==> src/design/ptt_pkg.sv <==
// ptt_pkg: shared codes, entry layout and controller/datapath interface types
// for the periodic task timer table. No dependencies.
`default_nettype none

package ptt_pkg;

  // Command codes carried on the input channel.
  localparam logic [2:0] CMD_TICK    = 3'd0;
  localparam logic [2:0] CMD_ADD     = 3'd1;
  localparam logic [2:0] CMD_REMOVE  = 3'd2;
  localparam logic [2:0] CMD_ENABLE  = 3'd3;
  localparam logic [2:0] CMD_DISABLE = 3'd4;

  // Status codes carried on the output channel.
  localparam logic [2:0] ST_OK        = 3'd0;
  localparam logic [2:0] ST_FULL      = 3'd1;
  localparam logic [2:0] ST_NOT_FOUND = 3'd2;
  localparam logic [2:0] ST_FIRED     = 3'd3;
  localparam logic [2:0] ST_IDLE      = 3'd4;

  // One table entry as held in the entry RAM.
  typedef struct packed {
    logic [7:0]  id;
    logic [31:0] period;
    logic [31:0] last;
  } ptt_entry_t;

  localparam int unsigned EntryW = $bits(ptt_entry_t);

  // Datapath operations issued by the controller.
  typedef enum logic [2:0] {
    OP_NONE,
    OP_LOAD,
    OP_ADD,
    OP_FIRE,
    OP_REMOVE,
    OP_SHIFT,
    OP_SET_EN
  } ptt_op_e;

  // Source of a pushed result: a plain status code or the held fired id.
  typedef enum logic {
    SRC_CODE,
    SRC_PEND
  } ptt_src_e;

  typedef struct packed {
    ptt_op_e    op;
    logic       idx_clr;
    logic       idx_inc;
    logic       rd_next;
    logic       push;
    ptt_src_e   push_src;
    logic [2:0] push_status;
    logic       push_last;
  } ptt_ctrl_t;

  typedef struct packed {
    logic [2:0] cmd;
    logic       full;
    logic       scan_end;
    logic       shift_end;
    logic       id_match;
    logic       due;
    logic       pend_v;
    logic       out_free;
  } ptt_sts_t;

endpackage

`default_nettype wire

==> src/design/ptt_ram.sv <==
// ptt_ram: generic single-write, single-read RAM with registered read data.
// No dependencies.
`default_nettype none

module ptt_ram #(
  parameter int unsigned Width = 8,
  parameter int unsigned Depth = 16,
  localparam int unsigned AddrW = (Depth > 1) ? $clog2(Depth) : 1
) (
  input  wire logic                 clk_i,
  input  wire logic                 we_i,
  input  wire logic [AddrW-1:0]     waddr_i,
  input  wire logic [Width-1:0]     wdata_i,
  input  wire logic [AddrW-1:0]     raddr_i,
  output logic      [Width-1:0]     rdata_o
);

  logic [Width-1:0] mem_q [Depth];
  logic [Width-1:0] rdata_q;

  always_ff @(posedge clk_i) begin
    if (we_i) begin
      mem_q[waddr_i] <= wdata_i;
    end
    rdata_q <= mem_q[raddr_i];
  end

  assign rdata_o = rdata_q;

endmodule

`default_nettype wire

==> src/design/ptt_dp.sv <==
// ptt_dp: datapath of the timer table: command registers, entry RAM, enable
// bits, live count, scan index and output register. Uses ptt_pkg, ptt_ram.
`default_nettype none

module ptt_dp #(
  parameter int unsigned MaxTasks = 16
) (
  input  wire logic              clk_i,
  input  wire logic              rst_ni,
  input  wire ptt_pkg::ptt_ctrl_t ctrl_i,
  output ptt_pkg::ptt_sts_t      sts_o,
  input  wire logic [2:0]        command_i,
  input  wire logic [7:0]        task_id_i,
  input  wire logic [31:0]       period_ms_i,
  input  wire logic [31:0]       now_ms_i,
  input  wire logic              out_ready_i,
  output logic                   out_valid_o,
  output logic      [2:0]        status_o,
  output logic      [7:0]        fired_id_o,
  output logic                   last_of_run_o
);

  import ptt_pkg::*;

  localparam int unsigned IdxW = (MaxTasks > 1) ? $clog2(MaxTasks) : 1;
  localparam int unsigned CntW = $clog2(MaxTasks + 1);
  localparam logic [CntW-1:0] FullCnt = CntW'(MaxTasks);

  // Command payload, held for the whole run.
  logic [2:0]  cmd_q;
  logic [7:0]  id_q;
  logic [31:0] period_q;
  logic [31:0] now_q;

  logic [CntW-1:0]     live_q, live_d;
  logic [CntW-1:0]     idx_q, idx_d;
  logic [MaxTasks-1:0] en_q, en_d;
  logic                pend_v_q, pend_v_d;
  logic [7:0]          pend_id_q, pend_id_d;
  logic                out_valid_q, out_valid_d;
  logic [2:0]          out_status_q, out_status_d;
  logic [7:0]          out_id_q, out_id_d;
  logic                out_last_q, out_last_d;

  logic [IdxW-1:0]     idx_lo;
  logic [IdxW-1:0]     raddr;
  logic [IdxW-1:0]     waddr;
  logic                we;
  ptt_entry_t          wentry;
  ptt_entry_t          rentry;
  logic [EntryW-1:0]   rdata;
  logic [31:0]         due_time;
  logic [MaxTasks-1:0] en_shifted;
  logic                out_free;

  assign idx_lo = idx_q[IdxW-1:0];
  assign raddr  = ctrl_i.rd_next ? idx_lo + IdxW'(1) : idx_lo;
  assign rentry = ptt_entry_t'(rdata);

  always_comb begin
    we     = 1'b0;
    waddr  = idx_lo;
    wentry = rentry;
    case (ctrl_i.op)
      OP_ADD: begin
        we     = 1'b1;
        waddr  = live_q[IdxW-1:0];
        wentry = '{id: id_q, period: period_q, last: 32'd0};
      end
      OP_FIRE: begin
        we          = 1'b1;
        wentry.last = now_q;
      end
      OP_SHIFT: begin
        we = 1'b1;
      end
      default: begin
        we = 1'b0;
      end
    endcase
  end

  ptt_ram #(
    .Width(EntryW),
    .Depth(MaxTasks)
  ) u_ram (
    .clk_i  (clk_i),
    .we_i   (we),
    .waddr_i(waddr),
    .wdata_i(EntryW'(wentry)),
    .raddr_i(raddr),
    .rdata_o(rdata)
  );

  always_ff @(posedge clk_i) begin
    if (ctrl_i.op == OP_LOAD) begin
      cmd_q    <= command_i;
      id_q     <= task_id_i;
      period_q <= period_ms_i;
      now_q    <= now_ms_i;
    end
  end

  assign due_time   = rentry.last + rentry.period;
  assign en_shifted = en_q >> 1;
  assign out_free   = !out_valid_q || out_ready_i;

  always_comb begin
    live_d       = live_q;
    idx_d        = idx_q;
    en_d         = en_q;
    pend_v_d     = pend_v_q;
    pend_id_d    = pend_id_q;
    out_valid_d  = out_valid_q;
    out_status_d = out_status_q;
    out_id_d     = out_id_q;
    out_last_d   = out_last_q;

    if (ctrl_i.idx_clr) begin
      idx_d = '0;
    end else if (ctrl_i.idx_inc) begin
      idx_d = idx_q + CntW'(1);
    end

    // Drain the output register on a transfer; a push below overrides.
    if (out_ready_i) begin
      out_valid_d = 1'b0;
    end
    if (ctrl_i.push) begin
      out_valid_d = 1'b1;
      out_last_d  = ctrl_i.push_last;
      if (ctrl_i.push_src == SRC_PEND) begin
        out_status_d = ST_FIRED;
        out_id_d     = pend_id_q;
        pend_v_d     = 1'b0;
      end else begin
        out_status_d = ctrl_i.push_status;
        out_id_d     = 8'd0;
      end
    end

    case (ctrl_i.op)
      OP_LOAD: begin
        pend_v_d = 1'b0;
      end
      OP_ADD: begin
        en_d[live_q[IdxW-1:0]] = 1'b0;
        live_d                 = live_q + CntW'(1);
      end
      OP_FIRE: begin
        pend_v_d  = 1'b1;
        pend_id_d = rentry.id;
      end
      OP_REMOVE: begin
        // Close the gap in the enable bits at the hit slot.
        for (int k = 0; k < MaxTasks; k++) begin
          if (CntW'(k) >= idx_q) begin
            en_d[k] = en_shifted[k];
          end
        end
        live_d = live_q - CntW'(1);
      end
      OP_SET_EN: begin
        en_d[idx_lo] = (cmd_q == CMD_ENABLE);
      end
      default: begin
        live_d = live_q;
      end
    endcase
  end

  always_ff @(posedge clk_i or negedge rst_ni) begin
    if (!rst_ni) begin
      live_q      <= '0;
      idx_q       <= '0;
      en_q        <= '0;
      pend_v_q    <= 1'b0;
      out_valid_q <= 1'b0;
    end else begin
      live_q      <= live_d;
      idx_q       <= idx_d;
      en_q        <= en_d;
      pend_v_q    <= pend_v_d;
      out_valid_q <= out_valid_d;
    end
  end

  always_ff @(posedge clk_i) begin
    pend_id_q    <= pend_id_d;
    out_status_q <= out_status_d;
    out_id_q     <= out_id_d;
    out_last_q   <= out_last_d;
  end

  assign sts_o.cmd       = cmd_q;
  assign sts_o.full      = (live_q == FullCnt);
  assign sts_o.scan_end  = (idx_q == live_q);
  assign sts_o.shift_end = (idx_q >= live_q);
  assign sts_o.id_match  = (rentry.id == id_q);
  assign sts_o.due       = en_q[idx_lo] && (due_time <= now_q);
  assign sts_o.pend_v    = pend_v_q;
  assign sts_o.out_free  = out_free;

  assign out_valid_o   = out_valid_q;
  assign status_o      = out_status_q;
  assign fired_id_o    = out_id_q;
  assign last_of_run_o = out_last_q;

endmodule

`default_nettype wire

==> src/design/ptt_ctrl.sv <==
// ptt_ctrl: state machine that sequences scans, shifts and replies of the
// timer table. Uses ptt_pkg; drives ptt_dp through ptt_ctrl_t.
`default_nettype none

module ptt_ctrl (
  input  wire logic              clk_i,
  input  wire logic              rst_ni,
  input  wire logic              in_valid_i,
  output logic                   in_ready_o,
  input  wire ptt_pkg::ptt_sts_t sts_i,
  output ptt_pkg::ptt_ctrl_t     ctrl_o
);

  import ptt_pkg::*;

  typedef enum logic [2:0] {
    S_IDLE,
    S_SCAN_RD,
    S_SCAN_EV,
    S_SHIFT_RD,
    S_SHIFT_WR,
    S_ADD,
    S_DONE_OK,
    S_DONE_SCAN
  } state_e;

  state_e state_q, state_d;

  always_comb begin
    state_d            = state_q;
    ctrl_o             = '0;
    ctrl_o.op          = OP_NONE;
    ctrl_o.push_src    = SRC_CODE;
    ctrl_o.push_status = ST_OK;
    in_ready_o         = 1'b0;

    case (state_q)
      S_IDLE: begin
        in_ready_o = 1'b1;
        if (in_valid_i) begin
          ctrl_o.op      = OP_LOAD;
          ctrl_o.idx_clr = 1'b1;
          state_d        = S_SCAN_RD;
        end
      end
      S_SCAN_RD: begin
        // Dispatch on the loaded command; the scan reads slot idx.
        case (sts_i.cmd)
          CMD_ADD: begin
            state_d = S_ADD;
          end
          CMD_TICK, CMD_REMOVE, CMD_ENABLE, CMD_DISABLE: begin
            state_d = sts_i.scan_end ? S_DONE_SCAN : S_SCAN_EV;
          end
          default: begin
            state_d = S_DONE_OK;
          end
        endcase
      end
      S_SCAN_EV: begin
        if (sts_i.cmd == CMD_TICK) begin
          if (!sts_i.due) begin
            ctrl_o.idx_inc = 1'b1;
            state_d        = S_SCAN_RD;
          end else if (!sts_i.pend_v || sts_i.out_free) begin
            // Release the previous fired entry, hold this one.
            ctrl_o.op       = OP_FIRE;
            ctrl_o.push     = sts_i.pend_v;
            ctrl_o.push_src = SRC_PEND;
            ctrl_o.idx_inc  = 1'b1;
            state_d         = S_SCAN_RD;
          end
        end else if (sts_i.id_match) begin
          if (sts_i.cmd == CMD_REMOVE) begin
            ctrl_o.op = OP_REMOVE;
            state_d   = S_SHIFT_RD;
          end else begin
            ctrl_o.op = OP_SET_EN;
            state_d   = S_DONE_OK;
          end
        end else begin
          ctrl_o.idx_inc = 1'b1;
          state_d        = S_SCAN_RD;
        end
      end
      S_SHIFT_RD: begin
        if (sts_i.shift_end) begin
          state_d = S_DONE_OK;
        end else begin
          ctrl_o.rd_next = 1'b1;
          state_d        = S_SHIFT_WR;
        end
      end
      S_SHIFT_WR: begin
        ctrl_o.op      = OP_SHIFT;
        ctrl_o.idx_inc = 1'b1;
        state_d        = S_SHIFT_RD;
      end
      S_ADD: begin
        if (sts_i.out_free) begin
          ctrl_o.push      = 1'b1;
          ctrl_o.push_last = 1'b1;
          if (sts_i.full) begin
            ctrl_o.push_status = ST_FULL;
          end else begin
            ctrl_o.op          = OP_ADD;
            ctrl_o.push_status = ST_OK;
          end
          state_d = S_IDLE;
        end
      end
      S_DONE_OK: begin
        if (sts_i.out_free) begin
          ctrl_o.push        = 1'b1;
          ctrl_o.push_last   = 1'b1;
          ctrl_o.push_status = ST_OK;
          state_d            = S_IDLE;
        end
      end
      S_DONE_SCAN: begin
        if (sts_i.out_free) begin
          ctrl_o.push      = 1'b1;
          ctrl_o.push_last = 1'b1;
          if (sts_i.cmd != CMD_TICK) begin
            ctrl_o.push_status = ST_NOT_FOUND;
          end else if (sts_i.pend_v) begin
            ctrl_o.push_src = SRC_PEND;
          end else begin
            ctrl_o.push_status = ST_IDLE;
          end
          state_d = S_IDLE;
        end
      end
      default: begin
        state_d = S_IDLE;
      end
    endcase
  end

  always_ff @(posedge clk_i or negedge rst_ni) begin
    if (!rst_ni) begin
      state_q <= S_IDLE;
    end else begin
      state_q <= state_d;
    end
  end

endmodule

`default_nettype wire

==> src/design/periodic_task_timer_table.sv <==
// periodic_task_timer_table: top level of the periodic task timer table.
// Depends on ptt_pkg, ptt_ctrl, ptt_dp (which holds ptt_ram).
//
// Usage:
//   Input channel (in_valid_i / in_ready_o) carries one command per transfer:
//   tick with now_ms_i, add with task_id_i and period_ms_i, remove, enable or
//   disable with task_id_i. Output channel (out_valid_o / out_ready_i) carries
//   result items; last_of_run_o marks the final one of each command.
//   A tick gives one "fired" result per due enabled task in table order, or a
//   single "nothing due" result; every other command gives one result.
//   One command is processed at a time; in_ready_o is high only between runs.
//   A tick reads each live entry in table order: a RAM read, then a compare.
//   Remove scans to the hit, then moves each later entry down one slot (a
//   RAM read, then a write); add does no scan; enable and disable stop at
//   the hit. A miss scans every live entry. The entry RAM has a single
//   read port with registered data.
//   Results pass through one output register: a stalled receiver holds the
//   scan at the next fired entry, and the next command is taken while the
//   final result still waits. Reset empties the table and drops any result;
//   no clearing pass is needed since only live slots are ever read.
`default_nettype none

module periodic_task_timer_table #(
  parameter int unsigned MAX_TASKS = 16
) (
  input  wire logic        clk_i,
  input  wire logic        rst_ni,
  input  wire logic        in_valid_i,
  output logic             in_ready_o,
  input  wire logic [2:0]  command_i,
  input  wire logic [7:0]  task_id_i,
  input  wire logic [31:0] period_ms_i,
  input  wire logic [31:0] now_ms_i,
  output logic             out_valid_o,
  input  wire logic        out_ready_i,
  output logic      [2:0]  status_o,
  output logic      [7:0]  fired_id_o,
  output logic             last_of_run_o
);

  import ptt_pkg::*;

  ptt_ctrl_t ctrl;
  ptt_sts_t  sts;

  // Sequence the run: scan, shift, reply.
  ptt_ctrl u_ctrl (
    .clk_i     (clk_i),
    .rst_ni    (rst_ni),
    .in_valid_i(in_valid_i),
    .in_ready_o(in_ready_o),
    .sts_i     (sts),
    .ctrl_o    (ctrl)
  );

  // Hold entries, enable bits and the output register.
  ptt_dp #(
    .MaxTasks(MAX_TASKS)
  ) u_dp (
    .clk_i        (clk_i),
    .rst_ni       (rst_ni),
    .ctrl_i       (ctrl),
    .sts_o        (sts),
    .command_i    (command_i),
    .task_id_i    (task_id_i),
    .period_ms_i  (period_ms_i),
    .now_ms_i     (now_ms_i),
    .out_ready_i  (out_ready_i),
    .out_valid_o  (out_valid_o),
    .status_o     (status_o),
    .fired_id_o   (fired_id_o),
    .last_of_run_o(last_of_run_o)
  );

endmodule

`default_nettype wire

==> config.mk <==
export PLATFORM = sky130hd
export DESIGN_NAME = periodic_task_timer_table
export DESIGN_NICKNAME = d
export VERILOG_FILES = /design/src/design/ptt_pkg.sv /design/src/design/ptt_ram.sv /design/src/design/ptt_dp.sv /design/src/design/ptt_ctrl.sv /design/src/design/periodic_task_timer_table.sv
export SDC_FILE = /design/constraint.sdc
export NUM_CORES = 2
export LEC_CHECK = 0
export ABC_AREA = 1
export ABC_CLOCK_PERIOD_IN_PS = 7010
export BUFFER_PORTS_ARGS = -buffer_cell sky130_fd_sc_hd__buf_2
export CORE_MARGIN = 2
export CORE_UTILIZATION = 35
export DETAILED_ROUTE_END_ITERATION = 6
export GPL_TIMING_DRIVEN = 0
export PLACE_DENSITY = 0.58
export SLEW_MARGIN = 20
export SYNTH_ARGS = -nofsm -noshare
export SYNTH_HDL_FRONTEND = slang
export SYNTH_SLANG_ARGS = --single-unit
==> constraint.sdc <==
create_clock -name clk_i -period 7.01 [get_ports clk_i]
set_input_delay 1.7525 -clock clk_i [delete_from_list [all_inputs] [get_ports clk_i]]
set_output_delay 1.7525 -clock clk_i [all_outputs]
set_load 0.1 [all_outputs]
==> flow_metrics.tcl <==
set metrics [dict create \
    crit_path_start_kind "register" \
    worst_slew_pin_slew_ns 1.26 \
    antenna_found_initial 11 \
    grt_pass1_wl_mm 272 \
    rows 146 \
    overflow 0 \
    cts_sinks 1350 \
    r2r.worst_path.cells 30 \
    clockRootBuffer "clkbuf_16" \
    synth_edf_count 1247 \
    grt_max_degree 46 \
    cp.arrival_ns 7.26 \
    ir_drop_v 0.000296 \
    final.setup.tns_ns 0 \
    drive_gt1_share_pct 13.0 \
    criticalPathCategory "register to register" \
    syn-cell-area_um2 56200 \
    r2r-start "u_dp.u_ram.rdata_o[32]" \
    worst_ep_required_time_ns 7.49 \
    rsz0062_at_grt "yes" \
    ctsHtreeMaxLevel 4 \
    grt_pass1_vias 37800 \
    drc_errors 0 \
    hp-class "register to register" \
    fin_area_um2 66400 \
    final_hold_viol_count 0 \
    core_um2 159000 \
    slowest_delay_ns 0.45 \
    wl_per_cell_um 26.3 \
    port_buffers 92 \
    async_flop_share_pct 2.30 \
    finalSetupViolCount 0 \
    critPathMaxFanout 18 \
    routed_wl_mm 191 \
    p_per_area_nw_per_um2 518 \
    final_cell_mix "edfxtp_1, nor2_1, o21ai_0" \
    slew_violations 0 \
    layout_commonest_cell "edfxtp_1" \
    fp.dieH_um 405 \
    ys_warn_count 0 \
    viasPerCell 5.48 \
    crit_path_end_kind "register" \
    fin_ws_ns 0.236 \
    cts_buffers 145 \
    yosys_register_bits 1350 \
    hp-start "u_dp.u_ram.rdata_o[68]" \
    clockBufferDepth 3 \
    post-route-period-util_pct 96.6 \
    yosysSeqAreaShare_pct 70.6 \
    cts_tree "yes" \
    place.gp.congestion 0.928 \
    netlist_instances 4693 \
    dp_slack_ns -0.488 \
    fin_nets 5226 \
    drv_cap 0 \
    skew_ns 0.0708 \
    max_slew_margin_pct 16.1 \
    cpMaxStageDelayCell "nor2_4" \
    syn_nets 4849 \
    whs_endpoint "u_dp.pend_id_q[4]" \
    crit_path_frequent_cell "nand2_1" \
    fp.dieW_um 405 \
    groute.usage.overall_pct 23.1 \
    p_leak_nw 23.3 \
    io_pins 93 \
    ant_nets 0 \
    final_util_pct 41.8 \
    area_growth_pct 18.3 \
    rrSetupSlack_ns 0.24 \
    start_util_pct 35.3 \
    fmax_mhz 148 \
    status "complete, no violations" \
    hold_slack_ns 0.462 \
    synth_ff_type "edfxtp_1" \
    clk_latency_ns 0.82 \
    post-route-min-period_ns 6.77 \
    syn_avg_cell_area_um2 12.0 \
    clk_pin_slew_ns 0.06 \
    yosysUniqueCellTypes 49 \
    drtIter0Drc 5424 \
    placed_area_um2 61300 \
    dr.pass1.iters 5 \
    min_path_cells 0 \
    die-area_um2 164000 \
    vias 39800 \
    hpwl_mm 132 \
    r2r_end "u_dp.u_ram.mem_q[13][63]" \
]
-- worst max-delay path: cells and delay by family (launching register included) --
| family | cells | cell delay (ns) |
|---|---|---|
| fa+ha+maj | 3 | 0.85 |
| simple gates | 15 | 2.40 |
| xor+xnor | 1 | 0.19 |
| buf+inv | 5 | 0.87 |
| flops | 1 | 0.40 |
| compound gates | 6 | 1.69 |
-- worst max path at each step --
| stage | from | cells after the start | endpoint |
|---|---|---|---|
| 4_1_cts | u_dp.u_ram.rdata_o[32] | 31 | u_dp.u_ram.mem_q[1][64] |
| 3_5_place_dp | u_dp.u_ram.rdata_o[32] | 31 | u_dp.u_ram.mem_q[11][47] |
| 5_1_grt | u_dp.u_ram.rdata_o[32] | 30 | u_dp.u_ram.mem_q[13][65] |
| 3_3_place_gp | u_dp.u_ram.rdata_o[0] | 28 | u_dp.u_ram.mem_q[1][45] |
| 6_report | u_dp.u_ram.rdata_o[32] | 30 | u_dp.u_ram.mem_q[13][63] |
| 2_1_floorplan | u_dp.u_ram.rdata_o[0] | 28 | u_dp.u_ram.mem_q[10][0] |
-- sequential cells by signal (all words and copies together), names as in the netlist --
| name | count |
|---|---|
| u_ctrl.state_q | 3 |
| u_dp.now_q | 32 |
| u_dp.u_ram.mem_q | 1152 |
| u_dp.period_q | 32 |
| u_dp.cmd_q | 3 |
| u_dp.pend_v_q | 1 |
| u_dp.en_q | 16 |
| u_dp.fired_id_o | 8 |
| u_dp.u_ram.rdata_o | 72 |
| u_dp.out_valid_o | 1 |
| u_dp.last_of_run_o | 1 |
| u_dp.live_q | 5 |
| u_dp.pend_id_q | 8 |
| u_dp.status_o | 3 |
| u_dp.id_q | 8 |
| u_dp.idx_q | 5 |
-- area by class of cell --
type | instances | area [µm²]
inverter | 228 | 861
multi-input combinational | 2844 | 14500
buffer | 270 | 1340
timing repair buffer | 231 | 2670
clock buffer | 209 | 4090
sequential | 1350 | 39700
antenna | 3 | 7.51
tap | 2072 | 2590
clock inverter | 60 | 719
fill | 14800 | 92500
-- logic make-up (layout without fill, tap and decap cells) --
family	count (synthesis)	in the layout	share of synthesized area, %
xor gates and xnor gates	35	35	0.546
other	0	3	0
muxes	1	1	0.0178
and+or+nand+nor	1572	1572	11.3
AOI/OAI and AO/OA	1159	1159	11.9
DFF	1350	1350	70.6
buffers and inverters	499	998	3.90
adders and majority gates	77	77	1.74
-- routing by layer --
metal | vias to the layer above | track usage, % | wire length [µm]
met5 | - | 0 | 15
met4 | 2 | 8.60 | 6960
met3 | 315 | 4.21 | 16800
met2 | 1965 | 35.9 | 86000
met1 | 19800 | 32.3 | 81600
li1 | 17700 | - | -
-- metrics by stage --
| stage | total power (W) | cells |
|---|---|---|
| floorplan | 0.0202 | 4693 |
| detailed placement | 0.0266 | 6964 |
| global placement | 0.0262 | 6857 |
| global route | 0.0361 | 7264 |
| CTS | 0.0343 | 7245 |
| finish | 0.0344 | 7267 |
-- what timing repair did --
action,in CTS,in global routing
pin swaps,5,6
setup endpoints to repair,439,308
setup buffers,12,20
resized for setup,1,2
hold buffers,0,0
-- where the power goes --
part | internal [W] | switching [W] | total (W)
logic | 0.00409 | 0.0112 | 0.0153
clock network | 0.00429 | 0.00336 | 0.00765
registers | 0.0109 | 0.000596 | 0.0115
-- synth_stat cells, types with 5 or more instances --
master,n,share of area (%)
nand4_1,38,0.42
o21ai_0,562,5.0
o22ai_1,5,0.056
o21bai_1,8,0.11
or2_2,6,0.067
o211ai_1,300,4.0
o311ai_0,5,0.078
buf_4,27,0.36
inv_2,7,0.047
nor3_1,13,0.12
dfxtp_1,72,2.6
buf_1,5,0.033
xor2_1,25,0.39
ha_1,75,1.7
a21o_1,6,0.080
clkbuf_1,88,0.59
nand2_1,441,2.9
o21a_1,6,0.080
nand3_1,199,1.8
buf_2,147,1.3
a31oi_1,10,0.11
dfrtp_1,31,1.4
a21oi_1,120,1.1
xnor2_1,10,0.16
edfxtp_1,1247,67
inv_1,220,1.5
o21ai_1,129,1.1
nor2_1,861,5.8
No activity file was read; power rests on OpenSTA's default activity.
